`config.mk`:
```
export PLATFORM = sky130hd
export DESIGN_NAME = preemptive_priority_scheduler_top
export DESIGN_NICKNAME = d
export VERILOG_FILES = /design/src/rtl/psched_pkg.sv /design/src/rtl/psched_mem.sv /design/src/rtl/psched_sel.sv /design/src/rtl/preemptive_priority_scheduler_top.sv
export SDC_FILE = /design/constraint.sdc
export NUM_CORES = 2
export LEC_CHECK = 0
export ABC_AREA = 1
export BUFFER_PORTS_ARGS = -buffer_cell sky130_fd_sc_hd__buf_2
export CAP_MARGIN = 20
export CORE_UTILIZATION = 53
export CTS_BUF_LIST = sky130_fd_sc_hd__clkbuf_8
export CTS_CLUSTER_SIZE = 25
export DETAILED_ROUTE_END_ITERATION = 10
export PLACE_DENSITY_LB_ADDON = 0.1
export SKIP_CTS_REPAIR_TIMING = 1
export SYNTH_ARGS = -nofsm -noshare
export SYNTH_HDL_FRONTEND = slang
export SYNTH_SLANG_ARGS = --single-unit
```
`constraint.sdc`:
```
create_clock -name clk_i -period 37.7 [get_ports clk_i]
set_input_delay 5.655 -clock clk_i [delete_from_list [all_inputs] [get_ports clk_i]]
set_output_delay 5.655 -clock clk_i [all_outputs]
set_load 0.02 [all_outputs]
```
`src/rtl/psched_pkg.sv`:
```
// Package with the shared types, codes and defaults of the priority scheduler.
`timescale 1ns / 1ps

package psched_pkg;

  localparam int SlotsDefault = 16;

  typedef enum logic [1:0] {
    ACT_LOAD  = 2'd0,
    ACT_TICK  = 2'd1,
    ACT_CLEAR = 2'd2
  } action_e;

  typedef struct packed {
    logic [1:0]  action;
    logic [3:0]  slot;
    logic [15:0] arrival;
    logic [15:0] burst;
    logic [7:0]  priority_req;
  } in_t;

  typedef struct packed {
    logic        busy_res;
    logic [3:0]  run_slot;
    logic [31:0] tick_time;
    logic        finished;
    logic [31:0] start_time;
    logic [31:0] finish_time;
    logic [31:0] turnaround;
    logic [31:0] waiting;
    logic        all_done;
  } out_t;

  typedef struct packed {
    logic [15:0] arrival;
    logic [15:0] burst;
    logic [15:0] remaining;
    logic [7:0]  prio;
    logic [31:0] start;
  } entry_t;

  typedef struct packed {
    logic start;
    logic vld;
  } sel_ctrl_t;

endpackage

```
`src/rtl/psched_mem.sv`:
```
// Task table memory with one write port and one registered read port.
`timescale 1ns / 1ps

module psched_mem #(
  parameter int Slots = psched_pkg::SlotsDefault,
  parameter int IdxW  = $clog2(Slots)
) (
  input  logic                clk_i,
  input  logic                we_i,
  input  logic [IdxW-1:0]     waddr_i,
  input  psched_pkg::entry_t  wdata_i,
  input  logic                re_i,
  input  logic [IdxW-1:0]     raddr_i,
  output psched_pkg::entry_t  rdata_o
);

  psched_pkg::entry_t mem_q [Slots];
  psched_pkg::entry_t rdata_q;

  always_ff @(posedge clk_i) begin
    if (we_i) begin
      mem_q[waddr_i] <= wdata_i;
    end
  end

  always_ff @(posedge clk_i) begin
    if (re_i) begin
      rdata_q <= mem_q[raddr_i];
    end
  end

  assign rdata_o = rdata_q;

endmodule

```
`src/rtl/psched_sel.sv`:
```
// Selection stage that compares one table entry per cycle against the best candidate.
`timescale 1ns / 1ps

module psched_sel #(
  parameter int Slots = psched_pkg::SlotsDefault,
  parameter int IdxW  = $clog2(Slots),
  parameter int CntW  = $clog2(Slots + 1)
) (
  input  logic                  clk_i,
  input  logic                  rst_ni,
  input  psched_pkg::sel_ctrl_t ctrl_i,
  input  logic [IdxW-1:0]       idx_i,
  input  psched_pkg::entry_t    rdata_i,
  input  logic                  used_i,
  input  logic [31:0]           time_i,
  output logic                  found_o,
  output logic [IdxW-1:0]       best_idx_o,
  output psched_pkg::entry_t    best_o,
  output logic [CntW-1:0]       active_o
);

  logic               found_q, found_d;
  logic [CntW-1:0]    active_q, active_d;
  logic [IdxW-1:0]    best_idx_q;
  psched_pkg::entry_t best_q;
  logic               pend, elig, better, take;

  always_comb begin
    pend   = used_i && (rdata_i.remaining != 16'd0);
    elig   = pend && ({16'd0, rdata_i.arrival} <= time_i);
    better = !found_q || (rdata_i.prio < best_q.prio) ||
             ((rdata_i.prio == best_q.prio) && (rdata_i.arrival < best_q.arrival));
    take   = ctrl_i.vld && elig && better;
    found_d  = found_q;
    active_d = active_q;
    if (ctrl_i.start) begin
      found_d  = 1'b0;
      active_d = '0;
    end else if (ctrl_i.vld) begin
      if (take) begin
        found_d = 1'b1;
      end
      if (pend) begin
        active_d = active_q + CntW'(1);
      end
    end
  end

  always_ff @(posedge clk_i or negedge rst_ni) begin
    if (!rst_ni) begin
      found_q  <= 1'b0;
      active_q <= '0;
    end else begin
      found_q  <= found_d;
      active_q <= active_d;
    end
  end

  always_ff @(posedge clk_i) begin
    if (take) begin
      best_q     <= rdata_i;
      best_idx_q <= idx_i;
    end
  end

  assign found_o    = found_q;
  assign best_idx_o = best_idx_q;
  assign best_o     = best_q;
  assign active_o   = active_q;

endmodule

```
`src/rtl/preemptive_priority_scheduler_top.sv`:
```
// Top level of the preemptive priority scheduler with the tick sequencer.
`timescale 1ns / 1ps

// A load, a clear or an unknown action is done in the idle state and gives no result. A tick
// stalls the input from its transfer until its write-back: the task table sits in one
// memory with a single read port, so the tick scans it one entry per cycle, then does the
// last compare, the turnaround sum and the write-back that updates the chosen entry and
// loads the result register. The result register lets the next input transfer proceed while
// a result still waits; a tick only holds in its write-back state when the previous result
// has not yet been taken.
module preemptive_priority_scheduler_top #(
  parameter int SLOTS = psched_pkg::SlotsDefault
) (
  input  logic              clk_i,
  input  logic              rst_ni,
  input  logic              in_valid_i,
  output logic              in_stall_o,
  input  psched_pkg::in_t   in_data_i,
  output logic              out_valid_o,
  input  logic              out_stall_i,
  output psched_pkg::out_t  out_data_o
);

  localparam int IdxW = $clog2(SLOTS);
  localparam int CntW = $clog2(SLOTS + 1);

  localparam logic [2:0] StIdle  = 3'd0;
  localparam logic [2:0] StScan  = 3'd1;
  localparam logic [2:0] StLast  = 3'd2;
  localparam logic [2:0] StCalc  = 3'd3;
  localparam logic [2:0] StWrite = 3'd4;

  logic [2:0]            state_q, state_d;
  logic [31:0]           time_q, time_d;
  logic [SLOTS-1:0]      used_q, used_d;
  logic [IdxW-1:0]       addr_q, addr_d;
  logic                  rd_vld_q;
  logic [IdxW-1:0]       rd_idx_q;
  logic [31:0]           tat_q;
  logic                  out_valid_q, out_valid_d;
  psched_pkg::out_t      out_q, out_d;

  psched_pkg::sel_ctrl_t sel_ctrl;
  logic                  found;
  logic [IdxW-1:0]       best_idx;
  psched_pkg::entry_t    best;
  logic [CntW-1:0]       active;
  psched_pkg::entry_t    rdata;

  logic                  in_xfer, load_ok, out_free, wb_go, finished;
  logic                  mem_we;
  logic [IdxW-1:0]       mem_waddr;
  psched_pkg::entry_t    mem_wdata, upd;

  assign in_stall_o = (state_q != StIdle);
  assign in_xfer    = in_valid_i && !in_stall_o;
  assign load_ok    = in_xfer && (in_data_i.action == psched_pkg::ACT_LOAD) &&
                      (32'(in_data_i.slot) < SLOTS);
  assign out_free   = !out_valid_q || !out_stall_i;
  assign wb_go      = (state_q == StWrite) && out_free;
  assign finished   = found && (best.remaining == 16'd1);

  always_comb begin
    upd           = best;
    upd.remaining = best.remaining - 16'd1;
    if (best.remaining == best.burst) begin
      upd.start = time_q;
    end
  end

  always_comb begin
    mem_we    = load_ok || (wb_go && found);
    mem_waddr = best_idx;
    mem_wdata = upd;
    if (state_q == StIdle) begin
      mem_waddr           = IdxW'(in_data_i.slot);
      mem_wdata.arrival   = in_data_i.arrival;
      mem_wdata.burst     = in_data_i.burst;
      mem_wdata.remaining = in_data_i.burst;
      mem_wdata.prio      = in_data_i.priority_req;
      mem_wdata.start     = 32'd0;
    end
  end

  always_comb begin
    out_d             = '0;
    out_d.busy_res    = found;
    out_d.tick_time   = time_q;
    out_d.all_done    = (active == CntW'(finished));
    if (found) begin
      out_d.run_slot = 4'(best_idx);
    end
    if (finished) begin
      out_d.finished    = 1'b1;
      out_d.start_time  = upd.start;
      out_d.finish_time = time_q + 32'd1;
      out_d.turnaround  = tat_q;
      out_d.waiting     = tat_q - {16'd0, best.burst};
    end
  end

  always_comb begin
    state_d     = state_q;
    time_d      = time_q;
    used_d      = used_q;
    addr_d      = addr_q;
    out_valid_d = out_valid_q && out_stall_i;
    sel_ctrl    = '0;
    unique case (state_q)
      StIdle: begin
        if (in_xfer) begin
          unique case (in_data_i.action)
            psched_pkg::ACT_LOAD: begin
              if (load_ok) begin
                used_d[IdxW'(in_data_i.slot)] = 1'b1;
              end
            end
            psched_pkg::ACT_TICK: begin
              state_d        = StScan;
              addr_d         = '0;
              sel_ctrl.start = 1'b1;
            end
            psched_pkg::ACT_CLEAR: begin
              time_d = '0;
              used_d = '0;
            end
            default: begin
            end
          endcase
        end
      end
      StScan: begin
        sel_ctrl.vld = rd_vld_q;
        addr_d       = addr_q + IdxW'(1);
        if (addr_q == IdxW'(SLOTS - 1)) begin
          state_d = StLast;
        end
      end
      StLast: begin
        sel_ctrl.vld = rd_vld_q;
        state_d      = StCalc;
      end
      StCalc: begin
        state_d = StWrite;
      end
      StWrite: begin
        if (out_free) begin
          out_valid_d = 1'b1;
          time_d      = time_q + 32'd1;
          state_d     = StIdle;
        end
      end
      default: begin
        state_d = StIdle;
      end
    endcase
  end

  always_ff @(posedge clk_i or negedge rst_ni) begin
    if (!rst_ni) begin
      state_q     <= StIdle;
      time_q      <= '0;
      used_q      <= '0;
      addr_q      <= '0;
      rd_vld_q    <= 1'b0;
      out_valid_q <= 1'b0;
    end else begin
      state_q     <= state_d;
      time_q      <= time_d;
      used_q      <= used_d;
      addr_q      <= addr_d;
      rd_vld_q    <= (state_q == StScan);
      out_valid_q <= out_valid_d;
    end
  end

  always_ff @(posedge clk_i) begin
    if (state_q == StScan) begin
      rd_idx_q <= addr_q;
    end
    if (state_q == StCalc) begin
      tat_q <= time_q + 32'd1 - {16'd0, best.arrival};
    end
    if (wb_go) begin
      out_q <= out_d;
    end
  end

  psched_mem #(
    .Slots (SLOTS),
    .IdxW  (IdxW)
  ) u_mem (
    .clk_i   (clk_i),
    .we_i    (mem_we),
    .waddr_i (mem_waddr),
    .wdata_i (mem_wdata),
    .re_i    (state_q == StScan),
    .raddr_i (addr_q),
    .rdata_o (rdata)
  );

  psched_sel #(
    .Slots (SLOTS),
    .IdxW  (IdxW),
    .CntW  (CntW)
  ) u_sel (
    .clk_i      (clk_i),
    .rst_ni     (rst_ni),
    .ctrl_i     (sel_ctrl),
    .idx_i      (rd_idx_q),
    .rdata_i    (rdata),
    .used_i     (used_q[rd_idx_q]),
    .time_i     (time_q),
    .found_o    (found),
    .best_idx_o (best_idx),
    .best_o     (best),
    .active_o   (active)
  );

  assign out_valid_o = out_valid_q;
  assign out_data_o  = out_q;

endmodule

```
Word-level counts from Yosys, hierarchy flattened. Memories as Yosys holds them, arrays and structs flattened. A register that Yosys moved wholly into a read port is not among the register bits. Cells that the tools add are included.

Memories: 1. Output and inout bits: 169. Input port bits: 50. Word-level logic and storage cells: 129. Memory bits (writable): 1408. Bits in registers: 358.

Memories: u_mem.mem_q (words 16, bits a word 88, read ports 1, clocked after Yosys merged registers in 1, wr ports 1, RTL line psched_mem.sv:17) `psched_pkg::entry_t mem_q [Slots];`.

Multiplexer cells: 36. $lt $le $gt $ge: 6. Reductions and logical operators: 37. Equal/unequal tests: 17. Add/subtract/negate cells: 6. Bitwise operators: 1.

Operators with widths (count): $mux W129 (1); $mux W32 (4); $mux W88 (1); $pmux W32 S2 (1); $sub A32 B16 Y32 (2); $add A32 B1 Y32 const B (1); $le A16 B32 Y1 (1); $pmux W16 S2 (1); $eq A16 B1 Y1 const B (1); $eq A16 B16 Y1 (1); $lt A16 B16 Y1 (1); $mux W16 (1); $or A16 B16 Y16 (1); $reduce_bool A16 Y1 (1); $sub A16 B1 Y16 const B (1); $mux W5 (3); $pmux W3 S5 (1); $mux W1 (13); $logic_and A1 B1 Y1 (12); $mux W3 (4); $mux W4 (3); $reduce_and A4 Y1 (3); $reduce_bool A2 Y1 (6); $lt A4 B5 Y1 const B (2); 25 further kinds (37).

Logic depth before layout (Yosys ltp).
Word-level depth: 9. Gate-level depth with buffers: 19. Gate-level depth less buffers: 19.

Modules after synthesis. A second synthesis with hierarchy kept.

Cell total of the unflattened synthesis: 7851. Area total of the unflattened synthesis: 81400.6 um2.

By module, submodules not included: psched_mem (cells each 5778, times used 1, area each 62583.8 um2, sequential area each 44923.1 um2); preemptive_priority_scheduler_top (cells each 1748, times used 1, area each 14590.2 um2, sequential area each 7522.2 um2); psched_sel (cells each 325, times used 1, area each 4226.6 um2, sequential area each 2912.8 um2).

Least setup slack after synthesis. OpenSTA, ideal clock, no wires.

Path type: input to register. Start point: in out_stall_i. End point: mem u_mem.mem_q[0][0] (netlist bit) (enable). Setup slack: 19.428 ns. Arrival: 17.736 ns. Buffers on the path: 0. Cell stages on the path: 7. Library setup time: 0.536 ns. Required time: 37.164 ns. Path through: nand2_1 -> inv_1 -> nor2_1 -> inv_1 -> o22ai_2 -> nand3_1 -> nor2_1.

Cells in the longest elaborated chain, start to end: 7.

Ends and longest elaborated chain: start: declaration (RTL line preemptive_priority_scheduler_top.sv:20) `input logic out_stall_i,`; $logic_not A1 Y1 (RTL line preemptive_priority_scheduler_top.sv:59) `assign out_free = !out_valid_q || !out_stall_i;`; $logic_or A1 B1 Y1 (RTL line preemptive_priority_scheduler_top.sv:59); $logic_and A1 B1 Y1 (RTL line preemptive_priority_scheduler_top.sv:60) `assign wb_go = (state_q == StWrite) && out_free;`; via wb_go (RTL line preemptive_priority_scheduler_top.sv:50) `logic in_xfer, load_ok, out_free, wb_go, finished;`; $logic_and A1 B1 Y1 (RTL line preemptive_priority_scheduler_top.sv:72) `mem_we = load_ok || (wb_go && found);`; $logic_or A1 B1 Y1 (RTL line preemptive_priority_scheduler_top.sv:72); $mux W1 (RTL line psched_mem.sv:21) `if (we_i) begin`; $mux W1 (not written as such) (RTL line psched_mem.sv:22) `mem_q[waddr_i] <= wdata_i;`; end: declaration (RTL line psched_mem.sv:17).

The timed path passes the listed nets, and every way through them passes these cells.

Final worst setup path.
Start point: in out_stall_i. End point: mem u_mem.mem_q[15][57] (netlist bit) (enable).

The elaborated chain is that of the path after synthesis.

==> results.yml <==
cells_and_area:
  fin_nets: 5973
  n_fill_cell: 11100
  area_growth_pct: 11.8
  drive_gt1_frac: 0.136
outcome:
  status: "completed"
synthesis:
  synthFlopType: "edfxtp_1"
  yosys.area_share.adder: 0.0131
  netlist_area_sq_um: 75500
  synth.distinct_cells: 50
  synth-compound-area-share: 0.0911
  synth.area.mux_share: 0.0412
  ys_top_cells_by_area: "edfxtp_1 (71%), mux2i_1 (4.1%), nor2_1 (3.9%)"
  synthArstFlopShare: 0.0340
  synth_area_leader_cell: "edfxtp_1"
  synth_xor_area_frac: 0.00603
  syn-num-nets: 5607
  yosys_warnings: 0
  synth.top_cell.area_share: 0.712
  avgSynthCellArea_sq_um: 13.8
  yosysSeqAreaShare: 0.733
  ys_seq_elements: 1854
  synth.most_common_cell: "edfxtp_1"
  synthTopCellsByCount: "edfxtp_1 (1791), nor2_1 (791), o21ai_0 (471)"
  synth_edf_count: 1791
  synth_top_family_by_area: "compound AO/OA/AOI/OAI gates"
  synth_cells: 5479
  synthSimpleGateAreaFrac: 0.0860
route:
  drt-initial-drc-count: 4438
  detail-route-antenna-nets: 0
  wl_met1_um: 87200
  totalWireLength_um: 198000
  avgViaCountPerCell: 5.93
  met3_length_um: 16400
  dr.pass1.iters: 5
  vias: 47100
  remaining_drc_errors: 0
  top_layer_used: "met5"
  wl_per_cell_um: 25.0
  wl_met2_um: 89900
power_and_ir_drop:
  fin_total_pwr_mw: 6.62
  cellPowerDensity_nw_per_um2: 78.4
  p_leak_nw: 29.8
  vdd_drop_max_mv: 0.0532
clock_network:
  cts_buffers: 313
  clock_latency_ps: 1040
  cts.reportedPaths.clkPinSlew_ps: 60
  cts_tree: "built"
  cts_root_buffer: "clkbuf_8"
  htreeDepth: 5
  cts.sinks: 1854
  max-clock-path-buffers: 4
critical_path:
  required_ps: 38310
  arrival_ps: 9890
  cp-startpoint: "out_stall_i"
  startpoint_type: "input port"
  worstSetupEndpointType: "register"
  crit_type: "input port to register"
  cp_max_fo: 35
  reg2reg_from: "state_q[1]$_DFFE_PN0P_"
  ff2ff_path_depth: 12
timing:
  fin_crit_sh: 0.246
  finalClockSkew_ps: 91.8
  grt_setup_unrepaired: "no"
  max_clock_freq_ghz: 0.108
  worst_slack_ps: 28410
  tightest_slew_ps: 1080
  tns_ps: 0
  maxSlewHeadroom: 0.282
  slew_violations: 0
  final-setup-viol-count: 0
  hold_viol: 0
  post-route-min-period_ps: 9290
  fin_hold_ws_ps: 402
job:
  max_cap_violations: 0
global_routing:
  antenna_found_initial: 6
  grt_pass1_vias: 45300
  grt_max_degree: 207
  gr-total-overflow: 0
  grt_pass1_wl_um: 291000
  track_usage: 0.274
die:
  rows: 138
  coreArea_sq_um: 141000
  fp.dieH_um: 379
  die_x_um: 379
  fp.dieArea_sq_um: 144000
  initial_core_util: 0.534
  pin_count: 219
min_path:
  min_delay_path_depth: 0
  hold_path_class: "register to register"
  holdCritStartpoint: "u_mem.rdata_o[14]$_DFFE_PP_"
placement:
  portBuffers: 218
  dp_hpwl_um: 114000
  gp_congestion: 0.912
  dp_slack_ps: 27360
sequential cells by signal, indices dropped and copies added (netlist names), 5 cells and up:
signal,cells
u_sel.best_o,88
used_q,16
u_sel.active_o,5
tat_q,32
u_mem.rdata_o,88
u_mem.mem_q,1408
out_data_o,167
time_q,32
final timing paths:
check / to / slack [ps]
max: u_mem.mem_q[15][57]$_DFFE_PP_ / 28410
min in group asynchronous: time_q[2]$_DFFE_PN0P_ / 4760
min: u_sel.best_o[14]$_DFFE_PP_ / 400
max in group asynchronous: addr_q[1]$_DFFE_PN0P_ / 32080
min reg2reg: u_sel.best_o[14]$_DFFE_PP_ / 400
max reg2reg: u_mem.mem_q[15][57]$_DFFE_PP_ / 31800
critical path: stages:
cell     delay [ps]
buf_2           100
nand2_1          80
inv_1            90
nor2_4          600
inv_1           110
buf_4           300
o22ai_2         290
nand3_1         380
nor2_4          820
buf_4           720
buf_4           660
area by class of cell:
cell class / count / area (sq um) / area share
antenna: 3 / 7.51 / 0.0000889
clock buffer: 322 / 4430 / 0.0525
clock inverter: 201 / 941 / 0.0111
inverter: 271 / 1040 / 0.0123
multi-input combinational: 3053 / 18100 / 0.214
sequential: 1854 / 55400 / 0.656
tap: 1890 / 2360 / 0.0280
timing repair buffer: 352 / 2200 / 0.0260
power breakdown:
| part | switching, mW | total, mW | leakage [nW] | internal [mW] |
|---|---|---|---|---|
| logic | 1.49 | 2.07 | 9.56 | 0.583 |
| clock network | 0.780 | 1.59 | 3.11 | 0.815 |
| registers | 0.155 | 2.95 | 17.1 | 2.80 |
cell usage in the layout, fill, tap and decap left out, drive strengths merged, types with 4 or more instances in the layout:
cell type and instances:
clkbuf 324, o21a 7, mux2i 311, a21oi 137
clkinvlp 5, o21ai 473, clkinv 101, bufinv 4
a31oi 7, buf 350, o32ai 41, or2 5
ha 76, nor2 815, nand2 450, o211ai 43
nor4 9, xnor2 20, nand4 20, xor2 32
edfxtp 1791, dfrtp 63, nand3b 6, o21bai 4
nor3 25, o221ai 311, nor3b 5, nand3 211
inv 362, o22ai 32
through the flow:
stage          instances  cell area [sq um]   util
6_report            7946              84400  0.597
5_1_grt             7945              84400  0.597
4_1_cts             7927              84300  0.596
3_5_place_dp        7404              78900  0.558
3_3_place_gp        7400              78900  0.558
2_1_floorplan       5479              75500      -
logic make-up (layout without fill, tap and decap cells):
kind of cell / count (synthesis) / in the layout
simple gates: 1548 / 1548
xor+xnor: 52 / 52
buf+inv: 572 / 1146
mux: 311 / 311
fa+ha+maj: 78 / 78
compound gates: 1064 / 1064
other cells: 0 / 3
flops: 1854 / 1854
per-layer routing:
layer,vias to the layer above,GRT usage
li1,21300,-
met1,23600,0.402
met2,2006,0.414
met3,283,0.0524
met4,2,0.0871
met5,-,0
(Power assumes the default switching activity.)
